**src/hw/rtl/apms_pkg.sv**
```systemverilog
// Package for the audio power/mute sequencer: mode and step codes, pin set,
// register indexes and reset values. No dependencies.
package apms_pkg;

  typedef enum logic [1:0] {
    MODE_OFF  = 2'd0,
    MODE_USB  = 2'd1,
    MODE_ANA  = 2'd2,
    MODE_NONE = 2'd3
  } mode_e;

  typedef enum logic [1:0] {
    STEP_START = 2'd0,
    STEP_WAIT1 = 2'd1,
    STEP_WAIT2 = 2'd2,
    STEP_DONE  = 2'd3
  } step_e;

  // Config register indexes
  localparam logic [1:0] CFG_STEP_DELAY    = 2'd0;
  localparam logic [1:0] CFG_BLINK_PERIOD  = 2'd1;
  localparam logic [1:0] CFG_POLL_INTERVAL = 2'd2;

  localparam int unsigned DelayW  = 8;
  localparam int unsigned PeriodW = 10;
  localparam int unsigned PollW   = 4;
  localparam int unsigned WaitW   = DelayW + 1;
  localparam int unsigned BlinkW  = PeriodW + 1;
  localparam int unsigned CfgW    = PeriodW;

  localparam logic [DelayW-1:0]  StepDelayRst    = DelayW'(10);
  localparam logic [PeriodW-1:0] BlinkPeriodRst  = PeriodW'(100);
  localparam logic [PollW-1:0]   PollIntervalRst = PollW'(2);
  localparam logic [BlinkW-1:0]  BlinkMax        = '1;

  typedef struct packed {
    logic pwr_n;
    logic mute;
    logic relay;
    logic sel_ana;
    logic led_hb;
    logic led_off;
    logic led_ana;
  } pins_t;

  localparam pins_t PinsRst = '{
    pwr_n: 1'b0, mute: 1'b1, relay: 1'b0, sel_ana: 1'b0,
    led_hb: 1'b1, led_off: 1'b1, led_ana: 1'b1
  };

endpackage

```
**src/hw/rtl/audio_power_mute_sequencer.sv**
```systemverilog
// Top level of the audio power/mute sequencer: input stage, tick/sequence
// update and result registers. Depends on apms_pkg.
//
//  channel | signals                                   | dir | beat
//  --------+-------------------------------------------+-----+---------------------------
//  in      | in_valid_i/in_ready_o, *_switch_i          | in  | one 10 ms tick
//  out     | out_valid_o/out_ready_i, pins, mode, step  | out | pin/mode/step after tick
//  cfg     | cfg_valid_i/cfg_ready_o, index, data       | in  | one register write
//
// One beat per cycle sustained while the output is not stalled. A tick is held
// in the input register, then the update logic writes the state, which is also
// the result register.
// Reset is asynchronous, active low; it loads the register defaults and pins.
// A stall on the output holds the result and the tick in the input register;
// input is refused only when both are full. Config writes are always taken.
module audio_power_mute_sequencer (
  input  logic       clk_i,
  input  logic       rst_ni,
  input  logic       in_valid_i,
  output logic       in_ready_o,
  input  logic       power_switch_i,
  input  logic       source_switch_i,
  output logic       out_valid_o,
  input  logic       out_ready_i,
  output logic       power_enable_n_o,
  output logic       mute_o,
  output logic       mute_relay_o,
  output logic       select_analog_o,
  output logic       led_heartbeat_o,
  output logic       led_off_mode_o,
  output logic       led_analog_mode_o,
  output logic [1:0] mode_o,
  output logic [1:0] step_o,
  input  logic       cfg_valid_i,
  output logic       cfg_ready_o,
  input  logic [1:0] cfg_index_i,
  input  logic [apms_pkg::CfgW-1:0] cfg_data_i
);

  // Config registers
  logic [apms_pkg::DelayW-1:0]  step_delay_q;
  logic [apms_pkg::PeriodW-1:0] blink_period_q;
  logic [apms_pkg::PollW-1:0]   poll_interval_q;

  // Input stage
  logic in_valid_q, pwr_q, src_q;

  // Sequencer state; pins/mode/step double as the result register
  apms_pkg::mode_e mode_q, mode_d;
  apms_pkg::step_e step_q, step_d;
  apms_pkg::pins_t pins_q, pins_d;
  logic [apms_pkg::WaitW-1:0]  wait_q, wait_d;
  logic [apms_pkg::PollW-1:0]  poll_q, poll_d;
  logic [apms_pkg::BlinkW-1:0] blink_q, blink_d;
  logic                        phase_q, phase_d;
  logic                        out_valid_q;

  logic                        upd;       // stage 2 fires
  logic [apms_pkg::PollW-1:0]  limit;
  logic [apms_pkg::WaitW-1:0]  wait_dec, wait_load;
  logic [apms_pkg::BlinkW-1:0] blink_inc;
  logic                        eval;
  apms_pkg::mode_e             dec_mode;

  assign cfg_ready_o = 1'b1;
  assign upd         = in_valid_q && (!out_valid_q || out_ready_i);
  assign in_ready_o  = !in_valid_q || upd;

  always_ff @(posedge clk_i or negedge rst_ni) begin
    if (!rst_ni) begin
      step_delay_q    <= apms_pkg::StepDelayRst;
      blink_period_q  <= apms_pkg::BlinkPeriodRst;
      poll_interval_q <= apms_pkg::PollIntervalRst;
    end else if (cfg_valid_i) begin
      case (cfg_index_i)
        apms_pkg::CFG_STEP_DELAY:    step_delay_q    <= cfg_data_i[apms_pkg::DelayW-1:0];
        apms_pkg::CFG_BLINK_PERIOD:  blink_period_q  <= cfg_data_i[apms_pkg::PeriodW-1:0];
        apms_pkg::CFG_POLL_INTERVAL: poll_interval_q <= cfg_data_i[apms_pkg::PollW-1:0];
        default: ;  // unused index, dropped
      endcase
    end
  end

  always_ff @(posedge clk_i or negedge rst_ni) begin
    if (!rst_ni) begin
      in_valid_q <= 1'b0;
    end else if (in_ready_o) begin
      in_valid_q <= in_valid_i;
    end
  end

  // Payload holds while the stage is full
  always_ff @(posedge clk_i) begin
    if (in_ready_o && in_valid_i) begin
      pwr_q <= power_switch_i;
      src_q <= source_switch_i;
    end
  end

  // Per-tick counters; poll interval zero counts as one
  assign limit     = (poll_interval_q == '0) ? apms_pkg::PollW'(1) : poll_interval_q;
  assign blink_inc = (blink_q == apms_pkg::BlinkMax) ? blink_q : blink_q + 1'b1;
  assign wait_dec  = (wait_q != '0) ? wait_q - 1'b1 : wait_q;
  // poll_q never exceeds 14, so the increment fits
  assign eval      = (poll_q + 1'b1) >= limit;
  assign wait_load = {1'b0, step_delay_q} + 1'b1;

  always_comb begin
    case ({pwr_q, src_q})
      2'b01:   dec_mode = apms_pkg::MODE_OFF;
      2'b11:   dec_mode = apms_pkg::MODE_USB;
      2'b10:   dec_mode = apms_pkg::MODE_ANA;
      default: dec_mode = apms_pkg::MODE_NONE;
    endcase
  end

  // Next state for one tick
  always_comb begin
    blink_d = blink_inc;
    wait_d  = wait_dec;
    poll_d  = eval ? '0 : poll_q + 1'b1;
    phase_d = phase_q;
    pins_d  = pins_q;
    mode_d  = mode_q;
    step_d  = step_q;

    if (eval) begin
      // heartbeat
      if (blink_inc > apms_pkg::BlinkW'(blink_period_q)) begin
        phase_d       = !phase_q;
        pins_d.led_hb = phase_q;   // LED is inverse of new phase
        blink_d       = '0;
      end

      // mode LEDs; mode none leaves them alone
      case (dec_mode)
        apms_pkg::MODE_OFF: begin
          pins_d.led_off = 1'b1;
          pins_d.led_ana = 1'b0;
        end
        apms_pkg::MODE_USB: begin
          pins_d.led_off = 1'b0;
          pins_d.led_ana = 1'b0;
        end
        apms_pkg::MODE_ANA: begin
          pins_d.led_off = 1'b0;
          pins_d.led_ana = 1'b1;
        end
        default: ;
      endcase

      // mode change restarts the sequence
      if (dec_mode != mode_q) begin
        mode_d = dec_mode;
        step_d = apms_pkg::STEP_START;
      end

      case (mode_d)
        apms_pkg::MODE_OFF: begin
          if (step_d == apms_pkg::STEP_START) begin
            pins_d.mute  = 1'b1;
            pins_d.relay = 1'b0;
            wait_d       = wait_load;
            step_d       = apms_pkg::STEP_WAIT1;
          end else if (step_d == apms_pkg::STEP_WAIT1 && wait_dec == '0) begin
            pins_d.pwr_n = 1'b1;
            step_d       = apms_pkg::STEP_DONE;
          end
        end
        apms_pkg::MODE_USB, apms_pkg::MODE_ANA: begin
          if (step_d == apms_pkg::STEP_START) begin
            pins_d.relay = 1'b1;
            pins_d.mute  = 1'b1;
            wait_d       = wait_load;
            step_d       = apms_pkg::STEP_WAIT1;
          end else if (step_d == apms_pkg::STEP_WAIT1 && wait_dec == '0) begin
            pins_d.sel_ana = (mode_d == apms_pkg::MODE_ANA);
            pins_d.pwr_n   = 1'b0;
            wait_d         = wait_load;
            step_d         = apms_pkg::STEP_WAIT2;
          end else if (step_d == apms_pkg::STEP_WAIT2 && wait_dec == '0) begin
            pins_d.mute = 1'b0;
            step_d      = apms_pkg::STEP_DONE;
          end
        end
        default: ;  // mode none: pins and step hold
      endcase
    end
  end

  always_ff @(posedge clk_i or negedge rst_ni) begin
    if (!rst_ni) begin
      mode_q  <= apms_pkg::MODE_NONE;
      step_q  <= apms_pkg::STEP_START;
      pins_q  <= apms_pkg::PinsRst;
      wait_q  <= '0;
      poll_q  <= '0;
      blink_q <= '0;
      phase_q <= 1'b0;
    end else if (upd) begin
      mode_q  <= mode_d;
      step_q  <= step_d;
      pins_q  <= pins_d;
      wait_q  <= wait_d;
      poll_q  <= poll_d;
      blink_q <= blink_d;
      phase_q <= phase_d;
    end
  end

  always_ff @(posedge clk_i or negedge rst_ni) begin
    if (!rst_ni) begin
      out_valid_q <= 1'b0;
    end else if (upd) begin
      out_valid_q <= 1'b1;
    end else if (out_ready_i) begin
      out_valid_q <= 1'b0;
    end
  end

  // State only moves on upd, so a pending result holds
  always_comb begin
    out_valid_o       = out_valid_q;
    power_enable_n_o  = pins_q.pwr_n;
    mute_o            = pins_q.mute;
    mute_relay_o      = pins_q.relay;
    select_analog_o   = pins_q.sel_ana;
    led_heartbeat_o   = pins_q.led_hb;
    led_off_mode_o    = pins_q.led_off;
    led_analog_mode_o = pins_q.led_ana;
    mode_o            = mode_q;
    step_o            = step_q;
  end

endmodule

```
**config.mk**
```make
export PLATFORM = sky130hd
export DESIGN_NAME = audio_power_mute_sequencer
export DESIGN_NICKNAME = d
export VERILOG_FILES = /design/src/hw/rtl/apms_pkg.sv /design/src/hw/rtl/audio_power_mute_sequencer.sv
export SDC_FILE = /design/constraint.sdc
export NUM_CORES = 1
export LEC_CHECK = 0
export BUFFER_PORTS_ARGS = -buffer_cell sky130_fd_sc_hd__buf_4
export CAP_MARGIN = 15
export CORE_MARGIN = 4
export CORE_UTILIZATION = 60
export CTS_CLUSTER_DIAMETER = 40
export DETAILED_ROUTE_END_ITERATION = 10
export PLACE_DENSITY = 0.8
export SLEW_MARGIN = 25
export SYNTH_ARGS = -nofsm -noshare
export SYNTH_HDL_FRONTEND = slang
export SYNTH_SLANG_ARGS = --single-unit
```
**constraint.sdc**
```tcl
create_clock -name clk_i -period 6.28 [get_ports clk_i]
set_input_delay 1.256 -clock clk_i [delete_from_list [all_inputs] [get_ports clk_i]]
set_output_delay 1.256 -clock clk_i [all_outputs]
set_load 0.01 [all_outputs]
```
; ---- Word level (Yosys, flattened, before mapping)
; Index checks and enable logic that the tools add are counted.
[totals]
regBits = 62
latchBits = 0
mem_bits_rw = 0
mem_bits_ro = 0
input_bits = 19
output_inout_bits = 14
memories = 0
[classes]
n_addsub = 4
n_mul = 0
n_div = 0
n_lt_le_gt_ge = 2
eq_ne = 21
shifts = 0
n_mux = 35
bitwise = 1
n_reduce_logical = 30
[ops]
columns = cell, count
row1 = 2-to-1 mux 9 bit, 5
row2 = 2-to-1 mux 11 bit, 3
row3 = 2-to-1 mux 2 bit, 10
row4 = case mux 9 bit (2 select lines), 1
row5 = equality test 2 bit (second input constant), 6
row6 = inequality test 2 bit (second input constant), 6
row7 = case mux 2 bit (3 select lines), 2
row8 = adder 11 x 1 -> 11 bit (second input constant), 1
row9 = equality test 11 bit (second input constant), 1
row10 = greater-than comparator 11 x 10 -> 1 bit, 1
row11 = equality test 2 x 1 -> 1 bit (second input constant), 5
row12 = 2-to-1 mux 1 bit, 10
row13 = AND reduction 5 bit, 2
row14 = adder 8 x 1 -> 9 bit (second input constant), 1
row15 = logical NOT 9 bit, 1
row16 = nonzero test 9 bit, 1
row17 = subtractor 9 x 1 -> 9 bit (second input constant), 1
row18 = logical NOT 2 bit, 4
row19 = 2-to-1 mux 4 bit, 2
row20 = AND reduction 2 bit, 4
row21 = AND reduction 7 bit, 1
row22 = inequality test 3 bit (second input constant), 2
row23 = case mux 3 bit (2 select lines), 1
row24 = AND reduction 3 bit, 2
row25 = 13 further kinds, 20

; ---- Logic depth before layout (Yosys ltp)
; Gate-level depths: netlist (run 1).
[logic_depth]
depth_word = 11
depth_mapped = 15
mapped_depth_nobuf = 15

; ---- Worst setup path after synthesis (run 1)
; Ideal clock, no wire load.
[synth_timing]
kind = reg-to-reg
startpoint = reg blink_q[0] (netlist name)
endpoint = reg pins_q (netlist bit led_heartbeat_o)
arrival_ns = 3.647
required_time_ns = 6.198
slack_ns = 2.551
path_stages_with_launch = 16
synth_period_minus_slack_ns = 3.729
path_cell_list = dfrtp_1 > ha_1 > and2_1 > and4_1 > and3_1 > nand2_1 > mux2_2 > ha_1 > nor2b_1 > o21a_1 > o21a_1 > o21ai_0 > a2111oi_0 > nor2_2 > nor2_1 > mux2_2
[synth_between]
elab_chain_cells = 4
[synth_lines]
columns = item, line
row1 = from (decl), audio_power_mute_sequencer.sv:54  ; logic [apms_pkg::BlinkW-1:0] blink_q, blink_d;
row2 = from (signal assigned), audio_power_mute_sequencer.sv:206  ; blink_q <= blink_d;
row3 = adder 11 x 1 -> 11 bit / equality test 11 bit (equally long branches), audio_power_mute_sequencer.sv:102  ; assign blink_inc = (blink_q == apms_pkg::BlinkMax) ? blink_q : blink_q + 1'b1;
row4 = 2-to-1 mux 11 bit (*), audio_power_mute_sequencer.sv:102
row5 = greater-than comparator 11 x 10 -> 1 bit (*), audio_power_mute_sequencer.sv:129  ; if (blink_inc > apms_pkg::BlinkW'(blink_period_q)) begin
row6 = AND reduction 3 bit (no source line) (*), --
row7 = to (signal assigned), audio_power_mute_sequencer.sv:195  ; pins_q <= apms_pkg::PinsRst;
row8 = to (signal assigned), audio_power_mute_sequencer.sv:203  ; pins_q <= pins_d;
row9 = to (decl), audio_power_mute_sequencer.sv:51  ; apms_pkg::pins_t pins_q, pins_d;
; Mark *: on every way between the ends. The rest lies on a longest branch, timed or not.
; A chain may end at the register's enable or synchronous reset.

; ---- Worst setup path in the final report (run 1)
; Same ends and word-level chain as after synthesis.

==> results of run 1 <==
## worst paths after layout
check                                 from                 end  slack, ns  depth (start not counted)
max in group asynchronous           rst_ni  poll_interval_q[0]       4.79                          1
worst max register to register  blink_q[0]     led_heartbeat_o       2.16                         15
worst min register to register     phase_q             phase_q       0.47                          1
worst max-delay path            blink_q[0]     led_heartbeat_o       2.16                         15
worst min-delay path               phase_q             phase_q       0.47                          1
min in group asynchronous           rst_ni             phase_q       0.98                          1
## state kept, by name, indices dropped and copies added (netlist names), named ones only
name,flops
step_o,2
mode_o,1
mute_o,1
wait_q,9
poll_interval_q,4
out_valid_o,1
phase_q,1
poll_q,4
blink_q,11
led_off_mode_o,1
src_q,1
mute_relay_o,1
power_enable_n_o,1
blink_period_q,10
led_heartbeat_o,1
pwr_q,1
step_delay_q,8
in_valid_q,1
select_analog_o,1
led_analog_mode_o,1
## per-stage QoR
step	utilization [%]	setup slack, ns	hold slack (ns)
after global placement	67.57	2.331	0.4543
after global routing	71.37	1.700	0.4750
after CTS	71.28	2.170	0.4682
final	71.37	2.156	0.4683
after detailed placement	67.57	2.198	0.4588
after floorplan	-	2.551	0.4362
## metal layers
metal	wire length (um)	GRT usage [%]
met2	4032	37.66
met5	0	0
met3	658	5.866
met4	218	10.44
met1	3894	33.59
## cells in the final DEF (no fill, tap or decap), types with 7 or more instances in the layout
cell / count
o21ai_0: 22
nand2_1: 42
ha_1: 24
nand3_1: 13
dfrtp_1: 48
mux2_2: 28
a21oi_1: 16
clkbuf_8: 11
buf_4: 32
dfstp_2: 12
nor2_1: 32
nor3_1: 7
inv_1: 20
xnor2_1: 14
xor2_1: 7
## final cells by class
class,count,area (um2)
clock buffers,13,158.9
clock inverters,3,67.56
fillers,461,1745
inverters,20,75.07
multi-input cells,308,2138
flip-flops and latches,62,1577
well taps,75,93.84
repair buffers,32,240.2
## cell families after synthesis
kind of cell | count (synthesis)
xor gates and xnor gates | 21
AOI/OAI and AO/OA | 87
and+or+nand+nor | 147
DFF | 62
buffers and inverters | 36
adders and majority gates | 24
muxes | 28
other | 1
## where the power goes
group / total, mW / internal, mW / switching (mW) / leakage (nW)
combinational: 0.830 / 0.372 / 0.457 / 1.15
clock: 0.404 / 0.246 / 0.158 / 0.110
sequential: 0.683 / 0.541 / 0.142 / 0.734
==> reports/summary.md, run 1 <==
The flow ran to the end, and the final reports show no timing, DRC or antenna violations. Pin placement for this block handled 33 I/O pins. Summed over all instances, the cell type with the most area after synthesis is dfrtp_1.

The region available for standard cell placement spans 0.006096 mm2. The post-synthesis area per instance is 9.529 um2. The worst clock skew was 0.01161 ns; the number of clock buffers inserted by TritonCTS was 9. Share of the synthesized area in compound gates (AO/OA/AOI/OAI): 15.07%.

For the cell area after technology mapping, the log shows 0.003869 mm2. Summed over all cells, the static leakage comes to 1.993 nW. In the synthesized netlist the async set-or-reset flop fraction comes to 96.77%.

The finished cells cover 0.004350 mm2. The detailed router's first-iteration violation count is 283. The first global-routing pass estimated 14710 um of wire. The cell type of the slowest stage on the worst timing path was a2111oi_0. The portion of the clock cycle consumed by the worst path in the final layout works out to 65.67%. The tools report the number of buffers inserted for hold repair after clock tree synthesis as 0.

The share of cells above drive strength 1 works out to 22.60%. Summing the areas of all fa, ha and maj instances in the mapped netlist gives 7.762% of the synthesized area. For the worst-case vdd ir drop, the log shows 0.0002756 V. The remaining max-slew budget at the tightest pin is 49.52%. The maximum single-stage delay on the critical path was 0.48 ns.

Most used flip-flop cell after synthesis: dfrtp_1. After Yosys synthesis, and, or, nand and nor cells account for 19.31% of the synthesized area. In this run the power density over the cells is 440.6 mW/mm2. Dominant combinational cell family by area after synthesis: simple AND/OR/NAND/NOR gates. The placed instances occupy a cell area of 0.004119 mm2. Setup repair after global routing left no endpoint under its margin. Number of distinct library cells after synthesis: 60. During placement, the flow inserted port buffers numbering 31. Antenna diode count: 0. The category of the most critical setup path is register to register. The post-synthesis sequential area ratio was 40.75%; the die height was 88.30 um.

The number of detailed-route iterations in the first pass was 5; the XOR/XNOR share of the synthesized area was 4.754%. Yosys instantiated no cell more often than dfrtp_1. The tools report the sort of element at the start of the critical path as a register. Setup violations remaining at the end of the flow were counted as 0. The H-tree generated during clock tree synthesis spans 3 levels. Walking the worst path, the cells encountered are ha_1 -> and2_1 -> and4_1 -> and3_1 -> nand2_1 -> mux2_2 -> ha_1 -> nor2b_1 -> o21a_1 -> o21a_1 -> o21ai_0 -> a2111oi_0 -> nor2_2 -> nor2_1 -> mux2_2.

The post-route total power was 1.917 mW; the slew at the pin closest to its max-slew limit was 0.7572 ns. The commonest cells after synthesis are 48 x dfrtp_1, 42 x nand2_1, 32 x nor2_1. STA puts the critical path data required time at 6.55 ns. Cell total after placement: 497. By area the synthesized netlist is led by dfrtp_1 31%, dfstp_2 8.2%, mux2_2 8.2%. The die extent in x is 88.30 um.

The max capacitance violation total came out at 0. After synthesis, the share of cell area in mux cells is 8.150%. The tools report the count of antenna-violating nets left after detailed routing as 0.

For this run, design rule violations remaining after detail routing come to 0. STA classifies the critical path endpoint as a register. The number of nets in the layout was 476; the combined buffer and inverter count along the critical path was 0. For the starting density of the core, the log shows 63.46%.

The class of the worst hold path was register to register. Setup total negative slack on the finished layout was measured at 0 ns. Along the worst path, the maximum fanout reaches 10. The synthesized design devotes to its leading area cell type 31.05% of total area. The wire-length estimate of the detail-placed layout is 6097 um. Synthesis produced 406 cells.

The logs give 61 for the pin count of the biggest net entering global routing and 0 for the number of hold violations in the final report. The number of global-route vias before repair was 3117. Broken down by cell family, the worst path's largest delay share belongs to simple AND/OR/NAND/NOR gates. The final number of max-transition violations was 0; the post-synthesis register bit count was 62.

TritonCTS built the clock tree. The tree built by TritonCTS fans out to 62 sinks. The run gives 513 as the final instance count without filler cells.

The final critical-path required period is 4.124 ns. In this run, post-CTS repair resized a total of 0 instances. The logs give 8804 um for the detailed-route wire length and 0.9044 for the final weighted congestion in routability-driven placement.

Post-CTS timing repair inserted 0 buffers for setup. The routed layout has 3178 vias. The run gives 28 as the count of standard-cell rows. The synthesized design contains 2 enable-type register cells.

The floorplan step defined a die boundary enclosing 0.007797 mm2. The total number of yosys warnings was 0. Counting every net in the synthesized netlist gives 449. The top achievable clock speed was 242.5 MHz; the overall fraction of global-route tracks in use was 24.61%. The initial antenna violation count was 0. The global route total overflow is 0, and the clock network latency to the later pin of the worst-skew pair is 0.34 ns. The clock root buffer is clkbuf_8. The via count normalized by instance count is 6.195, and the synthesis-to-finish area growth is 12.45%. In the final routed layout, each cell accounts on average for 17.16 um. The maximum number of buffers from clock root to sink is 2. At the worst endpoint, the arrival time is 4.39 ns. After clock tree synthesis, the clock-pin slew on the worst setup and hold paths is 0.07 ns.
No activity file was read; power rests on OpenSTA's default activity.
==> inputs of run 2 (changes only) <==
==> constraint.sdc (replaced) <==
create_clock -name clk_i -period 3.91 [get_ports clk_i]
set_input_delay 0.782 -clock clk_i [delete_from_list [all_inputs] [get_ports clk_i]]
set_output_delay 0.782 -clock clk_i [all_outputs]
set_load 0.01 [all_outputs]
==> run 2 against run 1 <==
Net effect:
- critical endpoint unchanged
- highest routed layer unchanged
- non-clock buffer count increased by 4
- first-iteration DRC count decreased by 22%
- clock skew increased by 0.0021 ns
- critical path depth unchanged
- count of clock-buffer cells in the layout decreased by 1
==> reports/summary.md, run 2 (same netlist as run 1, synthesis figures left out) <==
Half-perimeter wire length after detailed placement: 6204 um. Together, buffers and inverters on the worst path number 0. Capture point of the critical path: led_heartbeat_o.

Across the VDD grid, the largest voltage drop is 0.0004345 V. After detailed routing, the number of vias per cell comes to 6.101. The number of antenna diodes in the final layout is 0.

In this run the number of H-tree levels came out at 3. The final instance count without filler cells is 517, and the remaining max-slew budget at the tightest pin is 50.01%. The final number of max-transition violations came out at 0. The worst setup path is captured at a register. The portion of the clock cycle consumed by the worst path in the final layout is 94.82%, and the power density of the placed cells is 678.8 mW/mm2.

The number of placed instances, taps included, is 499. On the critical path the largest part of the delay comes from simple AND/OR/NAND/NOR gates. Summing all placed instances gives a cell area of 0.004134 mm2. For this configuration, the core starts out at a cell density of 63.46%. The tools report the data required time of the worst path as 4.18 ns. The worst reg-to-reg path cell count was 15; the number of hold violations in the final report was 0. The run gives 457 as the fill cell total of the finished layout. The number of I/O pins was 33; the share of cells above drive strength 1 was 23.98%.

The area of the core region was 0.006096 mm2; the flip-flop count of the largest register after layout was 11. For the data arrival time of the worst path, the log shows 3.98 ns. In the final layout, the registers with the most flip-flops are blink_q: 11 flops, blink_period_q: 10 flops, wait_q: 9 flops. The congestion estimate from routability-driven global placement came to 0.9383. The flow ran to the end, and the final reports show no timing, DRC or antenna violations. Summed over all cells, the static leakage comes to 1.988 nW. Counting the buffers created by CTS gives 9. The run gives 8580 um as the detailed-route wire length. Worst clock skew: 0.01368 ns. The tool flagged a number of max-cap violations equal to 0.

The die extent in x was 88.30 um. The library cells used most frequently in the layout, excluding fill and tap cells, are 47 x dfrtp_1, 42 x nand2_1, 36 x buf_4. The signal on the critical path passes through ha_1 -> and2_1 -> and4_1 -> and3_1 -> nand2_1 -> mux2_2 -> ha_1 -> nor2b_1 -> o21a_1 -> o21a_1 -> o21ai_0 -> a2111oi_2 -> nor2_4 -> nor2_2 -> mux2_2. The die covers 0.007797 mm2. The clock reaches the later pin of the worst-skew pair after 0.35 ns.

The logs give 61 for the pin count of the biggest net entering global routing and 62 for the clock sink total. In the global route stage, overall resource usage came out at 23.98%. The tools report the number of nets in the layout as 480. Along the worst path, the maximum fanout reaches 9. The final number of setup-violating endpoints was 0. For the final instance area, the log shows 0.004337 mm2.

The maximum single-stage delay on the critical path is 0.51 ns, and the die height is 88.30 um. The synthesis-to-finish area growth came out at 12.10%. The critical path runs through a total of 15 cells. TritonCTS built the clock tree. Total area of sequential cells: 0.001578 mm2. After global routing the overflow that remains totals 0.

The worst reg-to-reg setup slack is 0.20 ns. The first global-routing pass estimated 14480 um of wire. The multi-input combinational cells in the finished layout cover a total of 0.002152 mm2. Ranked by flip-flop count, first place goes to blink_q. Tracing the worst setup path back leads to its startpoint at blink_q[0]. Cell type of the slowest stage on the worst timing path: a2111oi_2.

The maximum number of buffers from clock root to sink was 2. The final critical-path required period was 3.708 ns. In the routed design, unresolved DRC markers number 0.

For this block, the initial DRC count from the detailed router was 221. Top achievable clock speed: 269.7 MHz. In this run the worst hold path is classified as register to register.

The tools report the initial antenna violation count as 0. The worst hold margin was 0.4786 ns; the number of buffers added on ports was 31. The routed layout has 3154 vias. In this run the core area contains 28 standard-cell rows. The first detailed-routing pass took 5 iterations.

STA classifies the critical path startpoint as a register. The worst register-to-register path begins at blink_q[0]. After detailed routing, the average wire length per cell comes to 16.60 um.

At the pin with the least slew margin, the transition time is 0.7499 ns. The clock root buffer was clkbuf_8. The number of global-route vias before repair came out at 3095.

The library cell used most frequently in the layout, excluding fill and tap cells, is dfrtp_1. Once detail routing completed, the nets flagged for antenna violations numbered 0. The clock-pin slew of the registers on the worst-case setup and hold paths works out to 0.07 ns. The worst setup path is of the register to register kind.

The endpoint identified for the worst register-to-register timing path is led_heartbeat_o.
run 2: power breakdown:
| group | switching (mW) | leakage [nW] | internal [mW] |
|---|---|---|---|
| clock network | 0.257 | 0.0861 | 0.244 |
| logic | 0.731 | 1.17 | 0.611 |
| registers | 0.230 | 0.733 | 0.870 |
| total | 1.22 | 1.99 | 1.73 |
run 2: how the worst min path moves through the flow:
stage | from | to | slack [ns] | cells past startpoint
6_report | phase_q | phase_q | 0.48 | 1
5_1_grt | phase_q | phase_q | 0.51 | 1
4_1_cts | phase_q | phase_q | 0.48 | 1
3_5_place_dp | phase_q | phase_q | 0.46 | 1
3_3_place_gp | phase_q | phase_q | 0.46 | 1
2_1_floorplan | phase_q | phase_q | 0.44 | 1
run 2: cell type report:
class / instances / share of cell area [%]
Multi-Input combinational cell: 308 / 49.62
Sequential cell: 62 / 36.38
Timing Repair Buffer: 36 / 6.232
Clock buffer: 12 / 3.347
Tap cell: 75 / 2.164
Inverter: 20 / 1.731
Clock inverter: 4 / 0.5193
run 2: repair_timing:
action,CTS,global route
buffers inserted,0,2
hold buffers,0,0
endpoints found under the setup margin,0,7
resized for setup,0,5
run 2: per-stage QoR:
step	util, %	total power [mW]	setup TNS, ns	setup slack (ns)
final	71.14	2.944	0	0.2025
after global routing	71.14	3.167	-0.005395	-0.005395
after CTS	70.57	2.913	0	0.1328
after detailed placement	67.82	2.411	0	0.1314
after global placement	67.82	2.356	0	0.2428
after floorplan	-	2.068	0	0.1810
run 2: per-layer routing:
layer  vias to the layer above  track usage (%)  part of all wire, %
met2                       123            36.44                   45
met3                        11            5.773                  6.5
met1                      1507            34.07                   47
met5                         -                0                    0
li1                       1513                -                    -
met4                         0            7.555                  1.2
==> inputs of run 3 (changes only) <==
--- a/config.mk
+++ b/config.mk
@@ -7,11 +7,10 @@
 export LEC_CHECK = 0
 export BUFFER_PORTS_ARGS = -buffer_cell sky130_fd_sc_hd__buf_4
 export CAP_MARGIN = 15
-export CORE_MARGIN = 4
 export CORE_UTILIZATION = 60
 export CTS_CLUSTER_DIAMETER = 40
 export DETAILED_ROUTE_END_ITERATION = 10
-export PLACE_DENSITY = 0.8
+export PLACE_DENSITY_LB_ADDON = 0.05
 export SLEW_MARGIN = 25
 export SYNTH_ARGS = -nofsm -noshare
 export SYNTH_HDL_FRONTEND = slang
==> run 3 against run 2 <==
Net effect:
- global-route usage increased by 3.7 points
- non-clock buffer count shrank 1
- cell area is 0.52% lower
- clock skew is 0.0064 ns lower
- sequential share of layout area rose by 0.16 points
- clock power fell by 4.2%
- largest power group unchanged
==> reports/summary.md, run 3 (same netlist as run 1, synthesis figures left out) <==
The flow ran to the end, and the final reports show no timing, DRC or antenna violations. The startpoint identified for the worst register-to-register timing path is blink_q[0]. The slew at the pin closest to its max-slew limit works out to 0.7469 ns. The path class of the tightest hold or removal check is register to register.

Overall die area: 0.006773 mm2. In this run the static leakage power is 1.980 nW. The number of global-route vias before repair was 2920; the via count normalized by instance count was 5.988. The launch point of the critical path was blink_q[0]. The data required time of the worst path was 4.17 ns; the worst clock skew was 0.007300 ns. In the final layout, the registers with the most flip-flops are blink_q: 11 flops, blink_period_q: 10 flops, wait_q: 9 flops. The register containing the most flip-flops in the final layout was blink_q. The first global-routing pass estimated 13740 um of wire. The tools report the pin count of the biggest net entering global routing as 61.

In this design, the stage delay of the slowest critical-path cell is 0.44 ns. Walking the worst path, the cells encountered are ha_1 -> and2_1 -> and4_1 -> and3_1 -> nand2_1 -> mux2_2 -> ha_1 -> nor2b_1 -> o21a_1 -> o21a_1 -> o21ai_0 -> a2111oi_1 -> nor2_2 -> nor2_1 -> mux2_2. The overall fraction of global-route tracks in use is 27.70%. Derived from the worst setup path, the maximum achievable clock frequency is 274.7 MHz. The cell type of the slowest stage on the worst timing path was a2111oi_1. For this block, the initial DRC count from the detailed router was 150. Summed over all failing endpoints, the final setup total negative slack is 0 ns. The area of the core region was 0.006061 mm2. Power spread over the standard cell area amounts to 673.2 mW/mm2. The final number of setup-violating endpoints is 0, and the flip-flop count of the largest register after layout is 11.

Category of the most critical setup path: register to register. The tool flagged a number of max-cap violations equal to 0. The final instance count without filler cells came out at 516. The later pin in the worst-skew pair is clocked with a latency of 0.34 ns. The worst register-to-register path ends at led_heartbeat_o. The synthesis-to-finish area growth works out to 11.51%. Measured along the y axis, the die boundary spans 82.30 um. The run gives 0 as the post-CTS setup-driven buffer insertion count. The completed layout was analyzed and its total power is 2.904 mW.

For the detailed-route wire length, the log shows 8441 um. Setup repair after global routing left no endpoint under its margin. The run gives 0.004314 mm2 as the final instance area.

The number of hold violations in the final report was 0; the DRC violation count after routing was 0. Counting tap cells, the placed design contains a total of 500 instances. The fill cell total of the finished layout came out at 475. Counting every sink on the clock net gives 62.

Kind of cell adding the most delay to the critical path: simple AND/OR/NAND/NOR gates. Buffers placed on the I/O ports in this run total 31. Number of detailed-route iterations in the first pass: 5. Setup slack on the worst reg-to-reg path comes out at 0.27 ns. The run gives 63.83% as the starting density of the core. The worst setup path is captured at a register. The congestion estimate from routability-driven global placement came to 0.9114. The clock-pin slew of the registers on the worst-case setup and hold paths was 0.06 ns; the remaining max-slew budget at the tightest pin was 50.20%. Cells with a size suffix above 1 make up 23.36% of the layout. The final number of max-transition violations was 0; the worst hold margin was 0.4788 ns.

For the worst flop-to-flop path, the logic depth is 15. The final layout contains 479 nets. The worst path uses 93.09% of the clock period. The run gives 0 as the antenna diode count. The worst setup path is launched from a register. The worst path in the final design needs a cycle of 3.640 ns, including I/O delays and setup. The multi-input combinational cells in the finished layout cover a total of 0.002140 mm2.

The most common cell after layout, fill and taps aside is dfrtp_1. Data arrives at the worst endpoint at 3.90 ns. In the layout the commonest cells are 48 x dfrtp_1, 42 x nand2_1, 35 x buf_4. Measured along the x axis, the die boundary spans 82.30 um. The wire-length estimate of the detail-placed layout is 6361 um.

In this run the number of H-tree levels came out at 3. The largest driver fanout on the critical path is 4, and the count of antenna-violating nets left after detailed routing is 0. IR analysis of the VDD net gives a maximum drop of 0.0004665 V. Counting both buffers and inverters, the worst setup path holds a total of 0. The initial antenna violation count was 0; the average wire per standard cell was 16.36 um. TritonCTS built the clock tree.

After global routing the overflow that remains totals 0. The longest clock path from root to sink contains 2 buffers. The placed instances occupy a cell area of 0.004146 mm2. The tools report the count of standard-cell rows as 28. The run gives 3090 as the number of vias in the routed layout. In the final layout, flip-flops and latches occupy 0.001577 mm2. The root buffer cell chosen for the clock tree is clkbuf_8. In this run the number of cells on the critical path is 15.

The number of I/O pins came out at 33. Following the worst setup path forward leads to its endpoint at led_heartbeat_o. The tools report the number of clock buffers inserted by TritonCTS as 9.
## run 3: cell types whose count changed in the layout (fill, tap and decap cells not counted), sizes merged
cell and change:
clkinvlp +1, buf -1, clkinv +1, clkbuf -2
## run 3: per-stage QoR
stage | setup WS [ns] | utilization [%]
after floorplan | 0.1810 | -
after global placement | 0.2933 | 68.33
after detailed placement | 0.2123 | 68.41
after CTS | 0.1984 | 71.16
after global routing | 0.04264 | 71.18
final | 0.2702 | 71.18
## run 3: what timing repair did
item / 4_1_cts / 5_1_grt
gates resized for setup: 0 / 1
endpoints found under the setup margin: 0 / 6
hold buffers: 0 / 0
## run 3: final cells by class
class	instances	area share (%)
multi-input combinational	308	49.59
sequential	62	36.54
timing repair buffer	35	6.090
clock buffer	10	2.958
tap	75	2.175
inverter	20	1.740
clock inverter	6	0.8991
## run 3: metal layers
metal  wire [um]  GRT usage, %  vias up  part of all wire (%)
met5           0             0        -                     0
met3         356         4.945       14                   4.2
met1        4127         38.15     1481                    49
met4         133         11.23        0                   1.6
met2        3823         43.06       84                    45
li1            -             -     1511                     -
## run 3: worst min-delay path by stage
stage / slack, ns / cells after the start / start / to
2_1_floorplan: 0.44 / 1 / phase_q / phase_q
3_3_place_gp: 0.47 / 1 / phase_q / phase_q
3_5_place_dp: 0.47 / 1 / phase_q / phase_q
4_1_cts: 0.48 / 1 / phase_q / phase_q
5_1_grt: 0.49 / 1 / phase_q / phase_q
6_report: 0.48 / 1 / phase_q / phase_q
## run 3: where the power goes
group / internal [mW] / switching, mW
clock: 0.227 / 0.254
sequential: 0.869 / 0.232
combinational: 0.606 / 0.716
